$ cat src/design/mwr_pkg.sv
// Shared types and constants for the Montgomery word reduction core.
package mwr_pkg;

    localparam int LimbW    = 64;
    localparam int MaxLimbs = 4;
    localparam int CfgIdxW  = 3;

    localparam logic [CfgIdxW-1:0] CFG_MOD0 = 3'd0;
    localparam logic [CfgIdxW-1:0] CFG_MOD1 = 3'd1;
    localparam logic [CfgIdxW-1:0] CFG_MOD2 = 3'd2;
    localparam logic [CfgIdxW-1:0] CFG_MOD3 = 3'd3;
    localparam logic [CfgIdxW-1:0] CFG_INV  = 3'd4;

    typedef logic [LimbW-1:0] limb_t;

    // one queued entry between front and back: a limb and its role
    typedef struct packed {
        limb_t data;
        logic  last;
        logic  keep;   // limb goes into the value store
    } cmd_t;

endpackage

$ cat src/design/mwr_queue.sv
// Short FIFO between the front end and the reduction engine.
module mwr_queue
    import mwr_pkg::*;
(
    input  logic clk,
    input  logic rst_n,
    input  cmd_t wr_data,
    input  logic wr_en,
    output logic full,
    output cmd_t rd_data,
    output logic rd_valid,
    input  logic rd_en
);

    cmd_t       mem_reg [2];
    logic       wp_reg;
    logic       rp_reg;
    logic [1:0] cnt_reg;

    assign full     = (cnt_reg == 2'd2);
    assign rd_valid = (cnt_reg != 2'd0);
    assign rd_data  = mem_reg[rp_reg];

    always_ff @(posedge clk)
    begin
        if (wr_en)
            mem_reg[wp_reg] <= wr_data;
    end

    always_ff @(posedge clk or negedge rst_n)
    begin
        if (!rst_n)
        begin
            wp_reg  <= 1'b0;
            rp_reg  <= 1'b0;
            cnt_reg <= 2'd0;
        end
        else
        begin
            if (wr_en)
                wp_reg <= ~wp_reg;
            if (rd_en)
                rp_reg <= ~rp_reg;
            cnt_reg <= cnt_reg + {1'b0, wr_en} - {1'b0, rd_en};
        end
    end

endmodule

$ cat config.mk
export PLATFORM = sky130hd
export DESIGN_NAME = mwr_queue
export DESIGN_NICKNAME = d
export VERILOG_FILES = /design/src/design/mwr_pkg.sv /design/src/design/mwr_queue.sv
export SDC_FILE = /design/constraint.sdc
export NUM_CORES = 1
export LEC_CHECK = 0
export BUFFER_PORTS_ARGS = -buffer_cell sky130_fd_sc_hd__clkbuf_2
export CAP_MARGIN = 20
export CELL_PAD_IN_SITES_DETAIL_PLACEMENT = 2
export CELL_PAD_IN_SITES_GLOBAL_PLACEMENT = 2
export CORE_MARGIN = 2
export CORE_UTILIZATION = 41
export DETAILED_ROUTE_END_ITERATION = 12
export GPL_ROUTABILITY_DRIVEN = 1
export GPL_TIMING_DRIVEN = 0
export PLACE_DENSITY = 0.94
export SLEW_MARGIN = 20
export SYNTH_ARGS = -nofsm -noshare
export SYNTH_HDL_FRONTEND = slang
export SYNTH_SLANG_ARGS = --single-unit
$ cat constraint.sdc
create_clock -name clk -period 8.4 [get_ports clk]
set_clock_uncertainty 0.1 [all_clocks]
set_input_delay 0.42 -clock clk [delete_from_list [all_inputs] [get_ports clk]]
set_output_delay 0.42 -clock clk [all_outputs]
set_load 0.01 [all_outputs]
### Word-level counts from Yosys, hierarchy flattened

Memories as Yosys holds them, arrays and structs flattened.
Index checks and enable logic that the tools add are counted.
W data, S select, Z words.

* reductions and logical operators: 1
* $add $sub $neg: 2
* multiplexer cells: 2
* equal/unequal tests: 1
* bitwise logic cells: 2

Operator list (number)
* $add A2 B1 Y2: 1
* $eq A2 B2 Y1 const B: 1
* $mux W1: 2
* $not A1 Y1: 2
* $reduce_bool A2 Y1: 1
* $sub A2 B1 Y2: 1

* memories kept: 1
* output and inout bits: 68
* word-level logic and storage cells: 12
* bits of input ports: 70
* bits in writable memories: 132
* register bits after elaboration: 4

Memory list
* mem_reg: words 2, width 66, rd ports 1, clocked after Yosys merged registers in 0, wr ports 1, RTL line mwr_queue.sv:15 `cmd_t mem_reg [2];`

### Logic depth before layout (Yosys ltp)

* word-level depth: 2
* gate-level depth with buffers: 5

### Least setup slack after synthesis

OpenSTA, ideal clock, no wires.

* kind: reg2reg
* start: register wp_reg
* end: memory mem_reg[0][0] in the netlist's numbering (enable)
* library setup time: 498 ps
* period minus slack after synthesis: 3933 ps
* path buffers: 0
* path slack: 4467 ps
* data required time: 7802 ps
* arrival time: 3335 ps
* cell stages (with the launch flop): 2
* path through: dfrtp_1 nor2b_1

RTL lines
* start: declaration: RTL line mwr_queue.sv:16 `logic wp_reg;`
* start signal: assignment: RTL line mwr_queue.sv:41 `wp_reg <= ~wp_reg;`
* end: declaration: RTL line mwr_queue.sv:15

No word-level cell before the write port.

==> metrics.txt <==
Initial Util=42.1%; pre-CTS WS=6.51 ns; Die ar.=13,300 um^2; # nets final=452; Layout area overhead=31.7%; PwrDens=364 nW/um^2; Area contributors post-synth=edfxtp_1 78%, mux2_4 8.9%, mux2_2 8.0%; sw frac=27.5%; WP data arrival=1.71 ns; Crit Path Category=flip-flop to output pin; CTS resizes=0; Post-Syn Area=5070 um^2; drt drc=0; post-DR vias/cell=4.71; sequential area share after synthesis=80.1%; Mapped Nets=292; Fin. Hold Viols=0; fin crit share=26.6%; total wire length=11,800 um; core region area=12,100 um^2; CP max-delay cell=dfrtp_1; port bufs=137; post-CTS setup buffers=0; Critical Path, Cell by Cell=buf_4 > buf_6 > mux2_4 > clkbuf_2; peak fanout along the critical path=10; fin area=6680 um^2; vias in the first global route=3,075; antenna violations before repair=0; post-synthesis cell count=220; CTS tree=built; first-pass GRT wire length=17,500 um; most common cell in the netlist=edfxtp_1; Routed Antenna Nets=0; DIE WIDTH=115 um; I/O pin total=138; CP Capture Type=output pin; Final Critical Period=2.23 ns; GRT overflow=0; maxcap violations=0; fmax=0.448 GHz; RSZ-0062 raised after global routing=false; FF+latch count, synth=136; Peak VDD IR=0.183 mV; fraction of layout cells with a size suffix above 1=61.1%; Yosys warnings=0; number of flip-flops under the largest register name=132; DRT iter0 DRCs=117; syn_area_per_cell=23.1 um^2; Slew @ Worst Pin=0.694 ns; Antenna Cells=0; clock buffer count from CTS=17; Post-synth ARST share=2.94%; Top Family by Delay on Critical Path=buffers and inverters; routability cong.=0.704; Sink Count=136; WL/cell=21.0 um; floorplan row count=40; synth cell count leaders=132 x edfxtp_1, 36 x mux2_2, 30 x mux2_4, 4 x dfrtp_1; CP startpoint kind=flip-flop; Gate power share=28.8%; dominant synthesized flop cell=edfxtp_1; net switching power=669 uW; Fin Setup TNS=0 ns; router iterations before antenna repair=4; Clock Root Buffer=clkbuf_16; worst-skew pair later-pin latency=0.42 ns; Rel. slew slack=53.6%; top-area cell type share of the netlist area=78.1%; status=finished clean; Distinct cells, synth=14; internal power=1.76 mW; Area after DPL=6060 um^2; biggest area consumer among synthesized cells=edfxtp_1; clock power share=32.3%; largest net degree at the start of global routing=45; Crit path buffers/inverters=3; slack of the critical path=6.17 ns; CTS HTree Levels=4; final core occ=55.4%; Final Max Slew Viols=0; GRT Util Overall=18.9%; chip height=115 um; Lkg Pwr=2.68 nW; EDFF count, synth=132; Worst EP required=7.88 ns; final setup fails=0; max incr delay on CP=0.39 ns; Vias=2,644; Clock transition at path regs=0.06 ns; DP Wirelength=7850 um; Worst Hold Class=primary input to flip-flop; clock buffer depth=2; Flop pwr share=39.0%
==> stage by stage <==
stage          power, mW  std cells  hold slack (ns)
6_report            2.43        561           0.0881
5_1_grt             2.53        561           0.0801
4_1_cts             2.47        561           0.0674
3_5_place_dp        1.67        528            0.141
3_3_place_gp        1.61        525            0.130
2_1_floorplan       1.39        220           0.0244
==> worst paths after layout <==
kind                             start        endpoint  slack [ns]  cells after the start
setup / recovery                rp_reg     rd_data[55]        6.17                      4
hold / removal             wr_data[58]  mem_reg[0][58]        0.09                      1
setup reg to reg                wp_reg  mem_reg[0][26]        6.65                      2
hold reg to reg                 wp_reg          wp_reg        0.52                      1
max in group asynchronous        rst_n          wp_reg        7.79                      2
min in group asynchronous        rst_n      cnt_reg[1]        0.25                      2
==> final cells by class <==
| type | count | area (um^2) |
|---|---|---|
| fill | 1030 | 5380 |
| inverter | 2 | 7.51 |
| multi-input combinational | 75 | 957 |
| timing repair buffer | 141 | 771 |
| sequential | 136 | 4060 |
| buffer | 7 | 56.3 |
| clock buffer | 19 | 433 |
| tap | 168 | 210 |
| clock inverter | 13 | 183 |
==> per-layer routing <==
layer  global-route usage, %  up-vias  share of wire [%]  routed length, um
met5                       0        -                  0                  0
met4                    8.67        0                2.0                233
met3                    6.59       17                5.5                651
met2                    34.9       98                 56               6640
met1                    19.0     1337                 36               4250
li1                        -     1192                  -                  -
==> power by group through the flow <==
stage | clock network [mW] | registers [mW] | logic [mW]
2_1_floorplan | 0 | 0.949 | 0.438
3_3_place_gp | 0 | 0.960 | 0.651
3_5_place_dp | 0 | 0.960 | 0.707
4_1_cts | 0.799 | 0.952 | 0.721
5_1_grt | 0.819 | 0.961 | 0.754
6_report | 0.784 | 0.948 | 0.700
==> layout by cell type (no fill, tap or decap), drive strengths merged <==
cell type | Yosys | layout
clkinv | 0 | 8
or2 | 1 | 1
xor3 | 1 | 1
bufinv | 0 | 5
buf | 7 | 10
and2 | 1 | 1
dfrtp | 4 | 4
clkbuf | 0 | 156
dlygate4sd3 | 0 | 1
xor2 | 2 | 2
nor2b | 2 | 2
ha | 2 | 2
mux2 | 66 | 66
edfxtp | 132 | 132
inv | 2 | 2
==> timing repair <==
| item | CTS | global route |
|---|---|---|
| hold buffers | 1 | 0 |
| endpoints found under the hold margin | 4 | 0 |
| endpoints found under the setup margin | 0 | 0 |
==> logic make-up after synthesis <==
kind of cell / share of synthesized area, %
DFF: 80.1
muxes: 16.9
buffers and inverters: 1.26
and+or+nand+nor: 0.493
xor gates and xnor gates: 0.814
adders and majority gates: 0.493
Power figures use the tool's default switching activity.
