## src/design/mwr_pkg.sv

```systemverilog
// Shared types and constants for the Montgomery word reduction core.
package mwr_pkg;

    localparam int LimbW    = 64;
    localparam int MaxLimbs = 4;
    localparam int CfgIdxW  = 3;

    localparam logic [CfgIdxW-1:0] CFG_MOD0 = 3'd0;
    localparam logic [CfgIdxW-1:0] CFG_MOD1 = 3'd1;
    localparam logic [CfgIdxW-1:0] CFG_MOD2 = 3'd2;
    localparam logic [CfgIdxW-1:0] CFG_MOD3 = 3'd3;
    localparam logic [CfgIdxW-1:0] CFG_INV  = 3'd4;

    typedef logic [LimbW-1:0] limb_t;

    // one queued entry between front and back: a limb and its role
    typedef struct packed {
        limb_t data;
        logic  last;
        logic  keep;   // limb goes into the value store
    } cmd_t;

endpackage

```

## src/design/mwr_front.sv

```systemverilog
// Front end: accepts limbs, counts them and marks which ones are stored.
module mwr_front
    import mwr_pkg::*;
#(
    parameter int LIMBS = 4
)
(
    input  logic  clk,
    input  logic  rst_n,
    input  limb_t t_limb,
    input  logic  t_last,
    input  logic  t_valid,
    output logic  t_stall,
    output cmd_t  cmd,
    output logic  cmd_valid,
    input  logic  cmd_full
);

    localparam int CntW = $clog2(2*LIMBS+1);

    logic [CntW-1:0] cnt_reg;
    logic [CntW-1:0] cnt_next;
    logic            take;

    assign t_stall   = cmd_full;
    assign take      = t_valid && !cmd_full;
    assign cmd_valid = take;
    assign cmd.data  = t_limb;
    assign cmd.last  = t_last;
    assign cmd.keep  = (cnt_reg < CntW'(2*LIMBS));

    always_comb
    begin
        cnt_next = cnt_reg;
        if (take)
        begin
            if (t_last)
                cnt_next = '0;
            else if (cmd.keep)
                cnt_next = cnt_reg + 1'b1;
        end
    end

    always_ff @(posedge clk or negedge rst_n)
    begin
        if (!rst_n)
            cnt_reg <= '0;
        else
            cnt_reg <= cnt_next;
    end

endmodule

```

## config.mk

```make
export PLATFORM = sky130hd
export DESIGN_NAME = mwr_front
export DESIGN_NICKNAME = d
export VERILOG_FILES = /design/src/design/mwr_pkg.sv /design/src/design/mwr_front.sv
export SDC_FILE = /design/constraint.sdc
export NUM_CORES = 1
export LEC_CHECK = 0
export ABC_AREA = 1
export BUFFER_PORTS_ARGS = -buffer_cell sky130_fd_sc_hd__buf_4
export CAP_MARGIN = 20
export CORE_MARGIN = 5
export CORE_UTILIZATION = 28
export CTS_CLUSTER_SIZE = 12
export DETAILED_ROUTE_END_ITERATION = 16
export GPL_ROUTABILITY_DRIVEN = 0
export GPL_TIMING_DRIVEN = 0
export PLACE_DENSITY_LB_ADDON = 0.12
export RECOVER_POWER = 100
export SYNTH_ARGS = -nofsm -noshare
export SYNTH_HDL_FRONTEND = slang
export SYNTH_SLANG_ARGS = --single-unit
```

## constraint.sdc

```tcl
create_clock -name clk -period 1.6 [get_ports clk]
set_input_delay 0.32 -clock clk [delete_from_list [all_inputs] [get_ports clk]]
set_output_delay 0.32 -clock clk [all_outputs]
set_load 0.01 [all_outputs]
```

### Yosys cells after proc, flatten, opt, wreduce, memory -nomap -nowiden

Index checks and enable logic that the tools add are counted.

* input bits: 69
* flip-flop bits (word level): 4
* output and inout bits: 68
* logic and storage cells: 9

* $lt $le $gt $ge: 1
* muxes and demuxes: 2
* reduce and logical (&&, ||, !) cells: 4
* add/sub/neg operators: 1

Operator list (count)
* $mux W4: 2
* $add A4 B1 Y4 const B: 1
* $lt A4 B4 Y1 const B: 1
* $reduce_and A2 Y1: 1
* $reduce_bool A2 Y1: 1
* $logic_and A1 B1 Y1: 1
* $logic_not A1 Y1: 1

### Depth between registers and ports, before layout

Gate-level depths: netlist (run 1).

* word-level depth: 3
* mapped depth: 5

### Worst setup path after synthesis (run 1)

Ideal clock, no wire load.

* kind: reg2reg
* start: reg cnt_reg[0]
* end: reg cnt_reg[2]
* clock period less this slack: 897 ps
* path slack: 703 ps
* cell stages (with the launch flop): 6
* required time: 1483 ps
* setup time: 117 ps
* data arrival time: 780 ps
* path through: dfrtp_1 -> ha_1 -> inv_1 -> nand2_1 -> nand3_1 -> o21ai_2

* word-level cells in the longest chain between the ends: 3

RTL lines
* start: declaration: line mwr_front.sv:21 `logic [CntW-1:0] cnt_reg;`
* start signal: assignment: line mwr_front.sv:49 `cnt_reg <= cnt_next;`
* $add A4 B1 Y4 or $lt A4 B4 Y1 (tied branches): line mwr_front.sv:40, mwr_front.sv:30
* $mux W4 or $reduce_bool A2 Y1 (tied branches)
* $mux W4 or $reduce_and A2 Y1 (tied branches)

Several ways; a longest one is shown, not always the timed one. The select of a mux whose other input is x is not followed.
A chain may end at the register's enable or synchronous reset.

### Worst setup path in the final report (run 1)

* start: in cmd_full
* end: out cmd_valid

* word-level cells in the longest chain between the ends: 2

RTL lines
* start: declaration: line mwr_front.sv:16 `input logic cmd_full`
* $logic_not A1 Y1: line mwr_front.sv:26 `assign take = t_valid && !cmd_full;`
* $logic_and A1 B1 Y1: line mwr_front.sv:26
* end: declaration: line mwr_front.sv:15 `output logic cmd_valid,`

No other way between the ends.

==> results of run 1 <==
cells in the final DEF (no fill, tap or decap):
cell type and count:
dlygate4sd3_1 1, ha_1 1, nand3_1 2, buf_4 70
nand2_4 1, dfrtp_1 4, or2_1 1, nor2_1 5
clkbuf_4 3, clkbuf_1 68, inv_1 4, inv_2 2
o21ai_0 3, nand2_1 8
through the flow:
| step | std cells | total power, W | setup WS, ns | hold WS, ns |
|---|---|---|---|---|
| after global routing | 203 | 0.0005751 | 0.4185 | 0.3977 |
| final | 203 | 0.0005269 | 0.4447 | 0.3877 |
| after CTS | 203 | 0.0006161 | 0.4894 | 0.3721 |
| after floorplan | 97 | 0.0003308 | 0.7029 | 0.02441 |
| after global placement | 199 | 0.0004814 | 0.5703 | 0.1193 |
| after detailed placement | 199 | 0.0004869 | 0.5646 | 0.1198 |
synth_stat cells:
cell     instances
buf_4           66
nand2_1          8
dfrtp_1          4
inv_1            4
nor2_1           4
inv_2            2
nand3_1          2
o21ai_1          2
ha_1             1
nand2_4          1
nor2_4           1
o21ai_2          1
or2_1            1
cell type report:
| class | instances | area (sq um) |
|---|---|---|
| Sequential cell | 4 | 100.1 |
| Multi-Input combinational cell | 21 | 103.9 |
| Tap cell | 30 | 37.54 |
| Buffer | 66 | 495.5 |
| Inverter | 6 | 22.52 |
| Fill cell | 301 | 1423 |
| Timing Repair Buffer | 73 | 295.3 |
| Clock buffer | 3 | 22.52 |
power by group through the flow:
stage               combinational, W  sequential [W]  clock, W
finish                      0.000278        0.000127  0.000121
global route                0.000307        0.000129  0.000139
CTS                         0.000362        0.000127  0.000127
detailed placement          0.000359        0.000128         0
global placement            0.000354        0.000127         0
floorplan                   0.000206        0.000125         0
kinds of logic after synthesis:
logic type	count (synthesis)	share of synthesized area [%]
flip-flops	4	13.65
adder cells (fa/ha/maj)	1	1.706
AO/OA/AOI/OAI	3	2.560
buffers and inverters	72	70.65
AND/OR/NAND/NOR	17	11.43
timing repair:
item / 4_1_cts / 5_1_grt
setup buffers: 0 / 0
endpoints found under the setup margin: 0 / 0
hold buffers: 1 / 0
hold endpoints to repair: 4 / 0
routing by layer:
layer | track usage, % | vias to the layer above | wire [um]
li1 | - | 378 | -
met5 | 0 | - | 0
met2 | 16.62 | 69 | 1146
met3 | 3.564 | 0 | 438
met1 | 7.905 | 306 | 612
met4 | 3.715 | 0 | 0
path summary, 6_finish.rpt:
| check | start | end | slack (ns) | cells after the start |
|---|---|---|---|---|
| setup / recovery | cmd_full | cmd_valid | 0.44 | 3 |
| hold / removal | t_last | cnt_reg[0] | 0.39 | 3 |
| setup reg to reg | cnt_reg[0] | cnt_reg[2] | 0.63 | 5 |
| hold reg to reg | cnt_reg[3] | cnt_reg[3] | 0.53 | 2 |
| max in group asynchronous | rst_n | cnt_reg[1] | 0.96 | 2 |
| min in group asynchronous | rst_n | cnt_reg[0] | 0.45 | 2 |
worst reg2reg max path: stages (launching register included):
cell	delay (ns)
dfrtp_1	0.40
ha_1	0.22
inv_1	0.05
nand2_1	0.04
nand3_1	0.06
o21ai_0	0.07
==> reports/results.ini, run 1 <==
[floorplan]
initial_core_util_pct=29.33
die-area_sq_um=3742
rows=18
core_region_area_sq_um=2500
die_width_um=61.17
chipHeight_um=61.17
io_pins=137

[global_routing]
grt_start_max_net_pins=7
first_global_vias=667
grt_usage_pct=8.673
antenna_found_initial=0
grt_pass1_wl_um=2504
grt_overflow=0

[min_path]
min_path_type=input pin to flop

[pwr]
ir_drop_uv=281.3
power_leakage_nw=0.5493
switching_share_pct=32.43
power.share.clock_pct=23.0
power_density_nw_per_um2=489.1
p_int_w=0.0003560
switchingPower_w=0.0001709
seq_power_share_pct=24.2
combPwrFrac_pct=52.8

[detailed_routing]
drt_iter0_drc=3
drc_errors=0
wl_per_cell_um=10.82
final_antenna_net_count=0
drt_pre_antenna_iters=4
routed_wl_um=2197
vias=753
drt-vias-per-instance=3.709

[final_layout]
layout.nets=245
diodes=0
synthToLayoutAreaGrowth_pct=46.93
drive_gt1_share_pct=43.93
largest_reg_flops=4
final_util_pct=43.09
final_area_sq_um=1077

[critical_path]
cp-start-kind=input pin
cp_data_arrival_time_ns=0.84
path_common_cell=buf_4
path_class=input pin to output pin
crit_family=buffers and inverters
crit_required_ns=1.28
end_kind=output pin
critPathBufInv=2
slowest_delay_ns=0.22
path_max_fanout=3
cpMaxStageDelayCell=nor2_1
cp_cell_sequence=buf_4 > nor2_1 > buf_4

[sta]
max_freq_mhz=865.6
relSlewSlack_pct=83.14
worstMarginPinSlew_ns=0.2520
min_period_ns=1.155
finalCritPeriodShare_pct=72.21
skew_ns=0.002153
rsz0062_at_grt=no
hold_viol=0
fin_setup_tns_ns=0
final-max-slew-violation-count=0
setup-violations-final=0

[clocking]
ctsResizeCount=0
cts_tree=built
clk_latency_ns=0.23
cts-root-buf=clkbuf_4
clk_pin_slew_ns=0.04
htree_num_levels=1
cts_sinks=4
cts_max_path_buffers=2
cts_inserted_buffers=3

[yosys]
synthTopCellsByArea=buf_4, dfrtp_1, nand2_1
synth_area_sq_um=733.2
yosysWarnings=0
ys_seq_elements=4
synth.top_cell.area_share_pct=67.58
synth-seq-area-share_pct=13.65
postSynthCellCount=97
ys_types=13
syn_nets=167
syn-mean-instance-area_sq_um=7.559
yosysTopAreaCell=buf_4

[status]
status=finished, final reports clean

[placement]
dp_hpwl_um=2043
place_area_sq_um=1311
io_buffers=72

[run]
maxCapViolCount=0

(Power assumes the default switching activity.)
==> inputs of run 2 (changes only) <==
Settings changed: CORE_UTILIZATION 28 to 26.
Clock period 1.6 ns to 1.2 ns, I/O delays scaled along.
==> run 2 against run 1 <==
Against the previous run: die area up 6.4%; combinational power is 33% higher; critical path depth shrank 1.
==> reports/results.ini, run 2 (synthesized netlist as in run 1, its figures left out) <==
[status]
status=finished, final reports clean

[final_layout]
mostFrequentLayoutCell=buf_4
final_area_sq_um=1079
final_util_pct=39.45
synthToLayoutAreaGrowth_pct=47.10
drive_gt1_share_pct=43.93
layout.nets=245
diodes=0
stdcell_count=204
largest_reg_flops=4
layout_common_cells=buf_4, clkbuf_1, nand2_1

[pwr]
power_leakage_nw=0.5493
power_density_nw_per_um2=651.3
ir_drop_uv=306.7

[clocking]
cts-root-buf=clkbuf_4
cts_sinks=4
htree_num_levels=1
cts_tree=built
cts_hold_buf=1
clk_pin_slew_ns=0.04
ctsResizeCount=0
postCtsSetupBuffers=0
cts_max_path_buffers=2
clk_latency_ns=0.23
cts_inserted_buffers=3

[sta]
relSlewSlack_pct=83.58
setup-violations-final=0
final-max-slew-violation-count=0
hold_viol=0
finalCritPeriodShare_pct=89.92
fin_hold_ws_ns=0.3003
skew_ns=0.00009538
worstMarginPinSlew_ns=0.2455
fin_setup_tns_ns=0
rsz0062_at_grt=no
max_freq_mhz=926.8
min_period_ns=1.079

[global_routing]
grt_pass1_wl_um=3084
grt_overflow=0
grt_start_max_net_pins=7
grt_usage_pct=9.265
antenna_found_initial=0
first_global_vias=686

[floorplan]
rows=19
die_width_um=63.11
io_pins=137
core_region_area_sq_um=2734
chipHeight_um=63.11
initial_core_util_pct=26.82
die-area_sq_um=3982

[detailed_routing]
drt_iter0_drc=7
drt-vias-per-instance=3.627
wl_per_cell_um=10.81
vias=740
drt_pre_antenna_iters=2
routed_wl_um=2205
drc_errors=0
final_antenna_net_count=0

[critical_path]
cp-start-kind=flop
end_kind=output pin
cp_data_arrival_time_ns=0.84
path_max_fanout=3
crit_required_ns=0.96
path_class=flop to output pin

[placement]
place_area_sq_um=1313
io_buffers=72
dp_cells=200
dp_hpwl_um=2051

[run]
maxCapViolCount=0

[min_path]
min_path_type=input pin to flop

==> run 2: stage by stage <==
stage | setup slack (ns) | power (W)
floorplan | 0.3029 | 0.0004411
CTS | 0.1539 | 0.0008238
global route | 0.07429 | 0.0007579
global placement | 0.2680 | 0.0006434
finish | 0.1210 | 0.0007025
detailed placement | 0.2607 | 0.0006474
==> run 2: metal layers <==
layer,global-route usage [%],part of all wire [%]
met1,8.944,30
met2,16.41,49
met3,5.684,21
met4,2.387,0
met5,0,0
==> run 2: final timing paths <==
check                      startpoint    endpoint  cells past startpoint  slack [ns]
setup / recovery           cnt_reg[3]      cmd[0]                      2        0.12
max in group asynchronous       rst_n  cnt_reg[2]                      2        0.64
setup reg to reg           cnt_reg[0]  cnt_reg[2]                      4        0.23
min in group asynchronous       rst_n  cnt_reg[3]                      2        0.37
hold reg to reg            cnt_reg[3]  cnt_reg[3]                      2        0.52
hold / removal                 t_last  cnt_reg[0]                      3        0.30
==> run 2: layout make-up <==
cell class,count,area (sq um)
clock buffer,3,22.52
buffer,66,495.5
tap,31,38.79
fill,330,1655
sequential,4,100.1
inverter,6,22.52
multi-input combinational,21,103.9
timing repair buffer,73,295.3
==> run 2: worst max-delay path: stages (launching register included) <==
cell and delay, ns:
dfrtp_1 0.38, inv_1 0.06, clkbuf_1 0.17
==> run 2: power by group <==
group	internal (W)	leakage, nW	total [W]	switching, W
Combinational	0.000210	0.482	0.000370	0.000160
Sequential	0.000153	0.0539	0.000169	0.0000155
Clock	0.000112	0.0138	0.000164	0.0000524
Total	0.000474	0.549	0.000702	0.000228
